==> config.mk <==
export PLATFORM = sky130hd
export DESIGN_NAME = sapq_ctrl
export DESIGN_NICKNAME = d
export VERILOG_FILES = /design/src/rtl/sapq_pkg.sv /design/src/rtl/sapq_ctrl.sv
export SDC_FILE = /design/constraint.sdc
export NUM_CORES = 1
export LEC_CHECK = 0
export BUFFER_PORTS_ARGS = -buffer_cell sky130_fd_sc_hd__buf_4
export CORE_AREA = 2 2 39 41
export CTS_BUF_LIST = sky130_fd_sc_hd__clkbuf_16
export CTS_CLUSTER_DIAMETER = 150
export DETAILED_ROUTE_END_ITERATION = 6
export DIE_AREA = 0 0 41 43
export GPL_TIMING_DRIVEN = 0
export HOLD_SLACK_MARGIN = 0.08
export PLACE_DENSITY_LB_ADDON = 0.15
export SYNTH_ARGS = -nofsm -noshare
export SYNTH_HDL_FRONTEND = slang
export SYNTH_SLANG_ARGS = --single-unit
==> constraint.sdc <==
create_clock -name clk -period 1.4 [get_ports clk]
set_input_delay 0.07 -clock clk [delete_from_list [all_inputs] [get_ports clk]]
set_output_delay 0.07 -clock clk [all_outputs]
set_load 0.05 [all_outputs]
==> src/rtl/sapq_pkg.sv <==
// shared constants, codes and controller/datapath interface types for the priority queue
`default_nettype none

package sapq_pkg;

  // queue geometry
  localparam int unsigned DEPTH   = 128;
  localparam int unsigned ADDR_W  = $clog2(DEPTH);
  localparam int unsigned CNT_W   = $clog2(DEPTH + 1);
  localparam int unsigned DATA_W  = 32;
  localparam int unsigned ENTRY_W = 2 * DATA_W;

  // operation codes
  localparam logic [1:0] OP_ENQUEUE = 2'd0;
  localparam logic [1:0] OP_DEQUEUE = 2'd1;
  localparam logic [1:0] OP_PEEK    = 2'd2;

  // result status codes
  localparam logic [1:0] STAT_OK    = 2'd0;
  localparam logic [1:0] STAT_FULL  = 2'd1;
  localparam logic [1:0] STAT_EMPTY = 2'd2;

  // controller states
  typedef enum logic [2:0] {
    S_IDLE,
    S_SHIFT,
    S_PLACE,
    S_TOP,
    S_RESULT
  } state_t;

  // commands from controller to datapath
  typedef struct packed {
    logic accept;
    logic rd_top;
    logic rd_next;
    logic wr_move;
    logic wr_new;
    logic cap_top;
    logic load_out;
  } dp_cmd_t;

  // status from datapath to controller
  typedef struct packed {
    logic occ_zero;
    logic occ_full;
    logic ge;
    logic pos_one;
    logic out_free;
  } dp_stat_t;

endpackage

`default_nettype wire

==> src/rtl/sapq_ctrl.sv <==
// controller state machine sequencing each queue operation
`default_nettype none

module sapq_ctrl (
  input  wire logic               clk,
  input  wire logic               rst_n,
  input  wire logic               in_valid,
  input  wire logic [1:0]         in_op,
  input  wire sapq_pkg::dp_stat_t stat,
  output logic                    in_stall,
  output sapq_pkg::dp_cmd_t       cmd
);

  sapq_pkg::state_t state_r;
  sapq_pkg::state_t state_nxt;

  // state register
  always_ff @(posedge clk) begin
    if (!rst_n) begin
      state_r <= sapq_pkg::S_IDLE;
    end else begin
      state_r <= state_nxt;
    end
  end

  // next state
  always_comb begin
    state_nxt = state_r;
    unique case (state_r)
      sapq_pkg::S_IDLE: begin
        if (in_valid) begin
          if (stat.occ_zero) begin
            state_nxt = (in_op == sapq_pkg::OP_ENQUEUE) ? sapq_pkg::S_PLACE
                                                        : sapq_pkg::S_RESULT;
          end else if (in_op == sapq_pkg::OP_ENQUEUE && !stat.occ_full) begin
            state_nxt = sapq_pkg::S_SHIFT;
          end else begin
            state_nxt = sapq_pkg::S_TOP;
          end
        end
      end
      sapq_pkg::S_SHIFT: begin
        if (stat.ge) begin
          state_nxt = stat.pos_one ? sapq_pkg::S_PLACE : sapq_pkg::S_SHIFT;
        end else begin
          state_nxt = sapq_pkg::S_RESULT;
        end
      end
      sapq_pkg::S_PLACE: state_nxt = sapq_pkg::S_RESULT;
      sapq_pkg::S_TOP:   state_nxt = sapq_pkg::S_RESULT;
      sapq_pkg::S_RESULT: begin
        if (stat.out_free) begin
          state_nxt = sapq_pkg::S_IDLE;
        end
      end
      default: state_nxt = sapq_pkg::S_IDLE;
    endcase
  end

  // datapath commands
  always_comb begin
    cmd = '0;
    unique case (state_r)
      sapq_pkg::S_IDLE: begin
        cmd.accept = in_valid;
        // every op with a non-empty queue starts by reading the top entry
        cmd.rd_top = in_valid && !stat.occ_zero;
      end
      sapq_pkg::S_SHIFT: begin
        if (stat.ge) begin
          cmd.wr_move = 1'b1;
          cmd.rd_next = !stat.pos_one;
        end else begin
          cmd.wr_new = 1'b1;
        end
      end
      sapq_pkg::S_PLACE:  cmd.wr_new   = 1'b1;
      sapq_pkg::S_TOP:    cmd.cap_top  = 1'b1;
      sapq_pkg::S_RESULT: cmd.load_out = stat.out_free;
      default:            cmd          = '0;
    endcase
  end

  assign in_stall = (state_r != sapq_pkg::S_IDLE);

`ifndef SYNTH
  // one ram write per cycle
  a_one_write: assert property (@(posedge clk) disable iff (!rst_n)
    !(cmd.wr_move && cmd.wr_new))
    else $error("move and insert written in the same cycle");

  // compare state always sees freshly read data
  a_shift_has_read: assert property (@(posedge clk) disable iff (!rst_n)
    (state_r == sapq_pkg::S_SHIFT) |-> $past(cmd.rd_top || cmd.rd_next))
    else $error("shift step without a preceding read");

  // a transaction is latched exactly when the input handshake completes
  a_accept_match: assert property (@(posedge clk) disable iff (!rst_n)
    cmd.accept == (in_valid && !in_stall))
    else $error("input accept and latch disagree");
`endif

endmodule

`default_nettype wire

* Word level (Yosys, flattened, before mapping)
Index checks and enable logic that the tools add are counted.
** Storage, ports and cells
- Bits in registers :: 3
- Bits of input ports :: 10
- Output and inout port bits :: 8
- Logic and storage cells :: 32
** Operators by class
- Eq/ne operators :: 6
- Multiplexer cells :: 15
- Reductions and logical operators :: 10
** Operator list (count)
- $mux W3 :: 5
- $pmux W3 S4 :: 1
- $mux W2 :: 5
- $eq A3 B2 Y1 const B :: 2
- $ne A2 B2 Y1 const B :: 2
- $eq A3 B1 Y1 const B :: 1
- $eq A3 B3 Y1 const B :: 1
- $logic_not A1 Y1 :: 3
- $logic_not A3 Y1 :: 1
- $mux W1 :: 3
- $reduce_bool A3 Y1 :: 1
- $logic_and A1 B1 Y1 :: 2
- $logic_not A2 Y1 :: 1
- $pmux W1 S2 :: 1
- $reduce_and A2 Y1 :: 1
- $reduce_or A2 Y1 :: 1

* Depth between registers and ports, before layout
Gate-level depths: netlist of the first run.
- Depth after elaboration :: 6
- Depth in mapped cells :: 3
- Depth with buffers taken out :: 3

* Worst setup path after synthesis of the first run
OpenSTA, ideal clock, no wires.
- Kind :: reg2out
- Start point :: register state_r[0]
- End point :: output port cmd[5] (netlist name)
- Data arrival time :: 1.830 ns
- Data required time :: 1.330 ns
- Path slack :: -0.500 ns
- Cell stages (with the launch flop) :: 4
- Path buffers :: 0
- Cell sequence :: dfxtp_1 nor2_1 and3_1 nor2b_1
** RTL lines
- start: declaration :: RTL line sapq_ctrl.sv:14 : sapq_pkg::state_t state_r;
- start signal: assignment :: RTL line sapq_ctrl.sv:20 : state_r <= sapq_pkg::S_IDLE;
- start signal: assignment :: RTL line sapq_ctrl.sv:22 : state_r <= state_nxt;
- end: declaration :: RTL line sapq_ctrl.sv:11 : output sapq_pkg::dp_cmd_t cmd

==> results of run 1 <==
==> power by group through the flow <==
| stage | Clock, mW | Sequential, mW | Combinational [mW] |
|---|---|---|---|
| after floorplan | 0 | 0.106 | 0.134 |
| after global placement | 0 | 0.110 | 0.198 |
| after detailed placement | 0 | 0.110 | 0.198 |
| after CTS | 0.451 | 0.110 | 0.199 |
| after global routing | 0.458 | 0.115 | 0.213 |
| final | 0.441 | 0.112 | 0.201 |
==> kinds of logic after synthesis <==
logic type | after synthesis | share of synthesized area (%)
AND/OR/NAND/NOR | 16 | 44.6
AO/OA/AOI/OAI | 6 | 19.4
flip-flops | 3 | 27.4
buffers and inverters | 2 | 3.43
multiplexers | 1 | 5.14
==> worst reg2reg max path, delay by kind of cell, from the launching register on <==
family | cells | cell delay, ns
AO/OA/AOI/OAI | 2 | 0.66
flip-flops | 1 | 0.36
==> routing by layer <==
layer / global-route usage, % / routed length, um / share of wire, %
met4: 8.00 / 0 / 0
met2: 12.5 / 366 / 52
met1: 9.65 / 284 / 41
met5: 0 / 0 / 0
met3: 3.14 / 48 / 6.9
==> how the worst min path moves through the flow <==
stage / startpoint / to / slack [ns] / cells after the start
floorplan: stat[1] / cmd[4] / 0.20 / 1
global placement: rst_n / state_r[2] / 0.36 / 3
detailed placement: rst_n / state_r[2] / 0.36 / 3
CTS: rst_n / state_r[2] / 0.13 / 3
global route: rst_n / state_r[2] / 0.15 / 3
finish: stat[1] / state_r[1] / 0.14 / 3
==> placed cells by master, fill, tap and decap left out, drive strengths merged <==
master  instances
inv             3
nor2b           2
nand2b          1
nor2            4
o21ai           2
buf            17
and4bb          1
or4             1
dfxtp           3
o211a           1
o311ai          1
nor3b           1
nand2           1
nand4b          1
clkbuf          3
and3            3
mux2            1
nor3            1
a21oi           1
a32oi           1
==> cell type report <==
class / instances / area [um^2] / share of cell area [%]
Multi-Input combinational cell: 23 / 178 / 37.3
Tap cell: 16 / 20.0 / 4.20
Clock inverter: 1 / 3.75 / 0.787
Clock buffer: 3 / 75.1 / 15.7
Inverter: 2 / 7.51 / 1.57
Sequential cell: 3 / 65.1 / 13.6
Timing Repair Buffer: 17 / 128 / 26.8
==> run summary, run 1 <==
Run status: finished, final reports clean
Most flops, register: state_r
Clock Sinks: 3
Non-filler cells, final: 65
DR vias/cell: 4.26
Post-CTS setup buffer count: 0
RR Endpoint: state_r[2]
Area Growth Syn to Fin: 118%
Overall Power: 754 uW
DR vias: 277
Nets: 60
H-tree lvl count: 1
DRT iter0 DRCs: 0
Final Worst Setup Slack: 0.0856 ns
Post-DP Area: 385 um^2
TritonRoute pass-1 iters: 1
Seq/Total Area, Yosys: 27.4%
Req. time, crit path: 1.33 ns
Sequential Power Share: 14.9%
Initial core utilization: 15.8%
Max reg flops: 3
Combinational power share: 26.6%
Worst Setup End Kind: output port
Vias in the first global route: 251
Full die area: 1760 um^2
Int Power: 543 uW
Ports: 18
Clock Latency Late Sink: 0.22 ns
Die Wd: 41 um
TritonCTS Buffers: 3
Part of the power in the clock network: 58.5%
Post-synth EDFFs: 0
Synthesized area per cell: 7.82 um^2
FF-to-FF Start: state_r[0]
Synth async-reset ratio: 0%
Post-CTS sizing: 2
Filler cell count: 153
Post-Synthesis Cells: 28
Reg clk slew, reported paths: 0.03 ns
Root buffer cell: clkbuf_16
Inst Count DP: 61
Commonest cells post-synth: nor2_1 (4), and3_1 (3), dfxtp_1 (3)
Synth area leaders: dfxtp_1 (27%), and3_1 (8.6%), nor2_1 (6.9%)
Hold WS: 0.140 ns
Final core occ: 34.4%
Crit path kind: register to output port
Post-synthesis instance area: 219 um^2
Clk buf depth: 2
Net load switching power: 211 uW
Final Hold Viols: 0
Layout cells sized above 1: 59.2%
Final instance area: 477 um^2
Post-synth cell types: 18
Antenna cells: 0
WL/cell: 10.8 um
Largest regs: state_r (3)
Setup crit start kind: register
Sw frac: 28.0%
Largest net degree at the start of global routing: 10
Fmax: 761 MHz
Final clock skew: 0.000381 ns
DRT Wirelength: 699 um
Critical Path AT: 1.24 ns
CP cell instances: inv_1 > mux2_2 > nor2_2 > buf_4
Relative slew slack: 67.1%
Length in cells of the worst reg-to-reg path: 2
HP Class: primary input to register
Peak supply drop: 0.713 mV
FP Rows: 14
TritonCTS clock tree: done
Slew Limit Fails: 0
Pre-CTS setup slack: 0.0945 ns
R2r setup slk: 0.23 ns
Drt drc: 0
Max incr delay on CP: 0.34 ns
Final setup fails: 0
Worst Tran Pin Value: 0.486 ns
Post-CTS Hold Buffers: 0
Top FF cell, synth: dfxtp_1
Gr usage total: 8.84%
Fin crit period: 1.31 ns
Post-route ant nets: 0
Setup TNS: 0 ns
Crit path to: cmd[2]
Dominant cell type by area after synthesis: dfxtp_1
Static leakage: 0.225 nW
Tcrit/Tclk final: 93.9%
Buf/Inv on CP: 2
Max-cap viol count: 0
Most common cell in the netlist: nor2_1
RSZ-0062 raised after global routing: false
Initial antenna violation count: 0
Crit path max-delay family: flip-flops
Slowest CP cell: dfxtp_2
Buffers added on ports: 17
Pwr per Cell Area: 1580 nW/um^2
GP Congestion: 0.701
Grt total ovfl: 0
First-pass GRT wire length: 1010 um
Crit path launch: state_r[1]
Crit Path Max Fanout: 6
Synth warn: 0
Flops & latches, synth: 3
Core area: 1380 um^2
Chip height: 43 um
Post-Syn Nets: 38
Instance count on the critical path: 4
Yosys top cell area share: 27.4%
Power figures use the tool's default switching activity.
==> run 2, diff against run 1 <==
--- a/config.mk
+++ b/config.mk
@@ -14,6 +14,7 @@
 export GPL_TIMING_DRIVEN = 0
 export HOLD_SLACK_MARGIN = 0.08
 export PLACE_DENSITY_LB_ADDON = 0.15
+export RECOVER_POWER = 25
 export SYNTH_ARGS = -nofsm -noshare
 export SYNTH_HDL_FRONTEND = slang
 export SYNTH_SLANG_ARGS = --single-unit
==> run 2 against run 1 <==
Against the previous run: critical path depth unchanged; setup slack unchanged; fmax unchanged; critical endpoint unchanged; critical path type unchanged; clock skew unchanged; via count unchanged; global-route usage unchanged; sequential cell count unchanged; routed wire length unchanged; sequential share of layout area up 0.072 points; non-clock buffer count unchanged.
==> run summary, run 2 (synthesized netlist as in run 1, its figures left out) <==
Run status: finished, final reports clean
Most frequent cells in the layout: buf_4 (16), inv_1 (3), clkbuf_16 (3)
Root buffer cell: clkbuf_16
Req. time, crit path: 1.33 ns (about the same)
WL/cell: 10.8 um (unchanged)
FP Rows: 14 (unchanged)
Clk buf depth: 2 (unchanged)
TritonCTS Buffers: 3 (unchanged)
Layout cells sized above 1: 59.2% (unchanged)
Max reg flops: 3 (unchanged)
Die Wd: 41 um (unchanged)
DRT iter0 DRCs: 0 (unchanged)
Static leakage: 0.224 nW (-0.31%)
Non-filler cells, final: 65 (unchanged)
Final clock skew: 0.000381 ns (unchanged)
Final Worst Setup Slack: 0.0856 ns (unchanged)
TritonCTS clock tree: done
Commonest non-fill, non-tap cell in the layout: buf_4
Final core occ: 34.3% (-0.18 points)
Most flops, register: state_r
Setup crit start kind: register
DRT Wirelength: 699 um (unchanged)
Clock Latency Late Sink: 0.22 ns (about the same)
DR vias: 277 (unchanged)
Pwr per Cell Area: 1580 nW/um^2 (about the same)
Crit path max-delay family: flip-flops
Gr usage total: 8.84% (unchanged)
Setup TNS: 0 ns (unchanged)
RSZ-0062 raised after global routing: false
Core area: 1380 um^2 (unchanged)
Hold WS: 0.140 ns (unchanged)
Relative slew slack: 67.1% (unchanged)
Nets: 60 (unchanged)
Inst Count DP: 61 (unchanged)
Buf/Inv on CP: 2 (unchanged)
Worst Setup End Kind: output port
Grt total ovfl: 0 (unchanged)
Tcrit/Tclk final: 93.9% (unchanged)
Ports: 18 (unchanged)
Max-cap viol count: 0 (unchanged)
Crit path kind: register to output port
Overall Power: 750 uW (-0.53%)
DR vias/cell: 4.26 (unchanged)
Worst Tran Pin Value: 0.486 ns (unchanged)
Post-CTS setup buffer count: 0 (unchanged)
Initial core utilization: 15.8% (unchanged)
CP cell instances: inv_1 > mux2_2 > nor2_2 > buf_4
Max incr delay on CP: 0.34 ns (about the same)
Fin crit period: 1.31 ns (unchanged)
Area Growth Syn to Fin: 117%
Slowest CP cell: dfxtp_2
GP Congestion: 0.701 (unchanged)
Post-DP Area: 385 um^2 (unchanged)
First-pass GRT wire length: 1010 um (unchanged)
Clock Sinks: 3 (unchanged)
Final setup fails: 0 (unchanged)
Post-route ant nets: 0 (unchanged)
Critical Path AT: 1.24 ns (about the same)
Antenna cells: 0 (unchanged)
Final instance area: 474 um^2 (-0.52%)
TritonRoute pass-1 iters: 1 (unchanged)
Pre-CTS setup slack: 0.0945 ns (unchanged)
Final Hold Viols: 0 (unchanged)
Full die area: 1760 um^2 (unchanged)
H-tree lvl count: 1 (unchanged)
HP Class: primary input to register
Peak supply drop: 0.709 mV (-0.58%)
Largest net degree at the start of global routing: 10 (unchanged)
Crit Path Max Fanout: 6 (unchanged)
Vias in the first global route: 251 (unchanged)
Reg clk slew, reported paths: 0.03 ns (about the same)
Initial antenna violation count: 0 (unchanged)
Drt drc: 0 (unchanged)
Buffers added on ports: 17 (unchanged)
Slew Limit Fails: 0 (unchanged)
Chip height: 43 um (unchanged)
Largest regs: state_r (3)
Fmax: 761 MHz (unchanged)
-- run 2: changes by cell type in the layout (fill, tap and decap cells not counted) --
cell	change
clkbuf_2	+1
buf_4	-1
-- run 2: layer usage --
metal / share of wire, % / routed length (um) / track usage (%)
met4: 0 / 0 / 8.00
met2: 52 / 366 / 12.5
met5: 0 / 0 / 0
met1: 41 / 284 / 9.65
met3: 6.9 / 48 / 3.14
-- run 2: what timing repair did --
| item | in CTS | in global routing |
|---|---|---|
| gates resized for setup | 2 | 4 |
| hold buffers | 0 | 0 |
| setup endpoints to repair | 1 | 2 |
-- run 2: final timing paths --
path,to,startpoint,slack [ns],cells past startpoint
max,cmd[2],state_r[1],0.09,4
min,state_r[1],stat[1],0.14,3
max reg2reg,state_r[2],state_r[0],0.23,2
min reg2reg,state_r[0],state_r[1],0.50,1
-- run 2: area by class of cell --
| cell class | count | area (um^2) |
|---|---|---|
| Multi-Input combinational cell | 23 | 178 |
| Inverter | 2 | 7.51 |
| Clock buffer | 3 | 75.1 |
| Timing Repair Buffer | 17 | 125 |
| Tap cell | 16 | 20.0 |
| Fill cell | 154 | 910 |
| Clock inverter | 1 | 3.75 |
| Sequential cell | 3 | 65.1 |
-- run 2: worst reg2reg max path: stages (launching register included) --
cell,delay [ns]
dfxtp_4,0.36
o311ai_1,0.47
o21ai_0,0.19
-- run 2: where the power goes --
group / internal (mW) / switching, mW / total (mW) / leakage (nW)
sequential: 0.0956 / 0.0168 / 0.112 / 0.0257
clock: 0.368 / 0.0730 / 0.441 / 0.0423
combinational: 0.0752 / 0.122 / 0.197 / 0.156
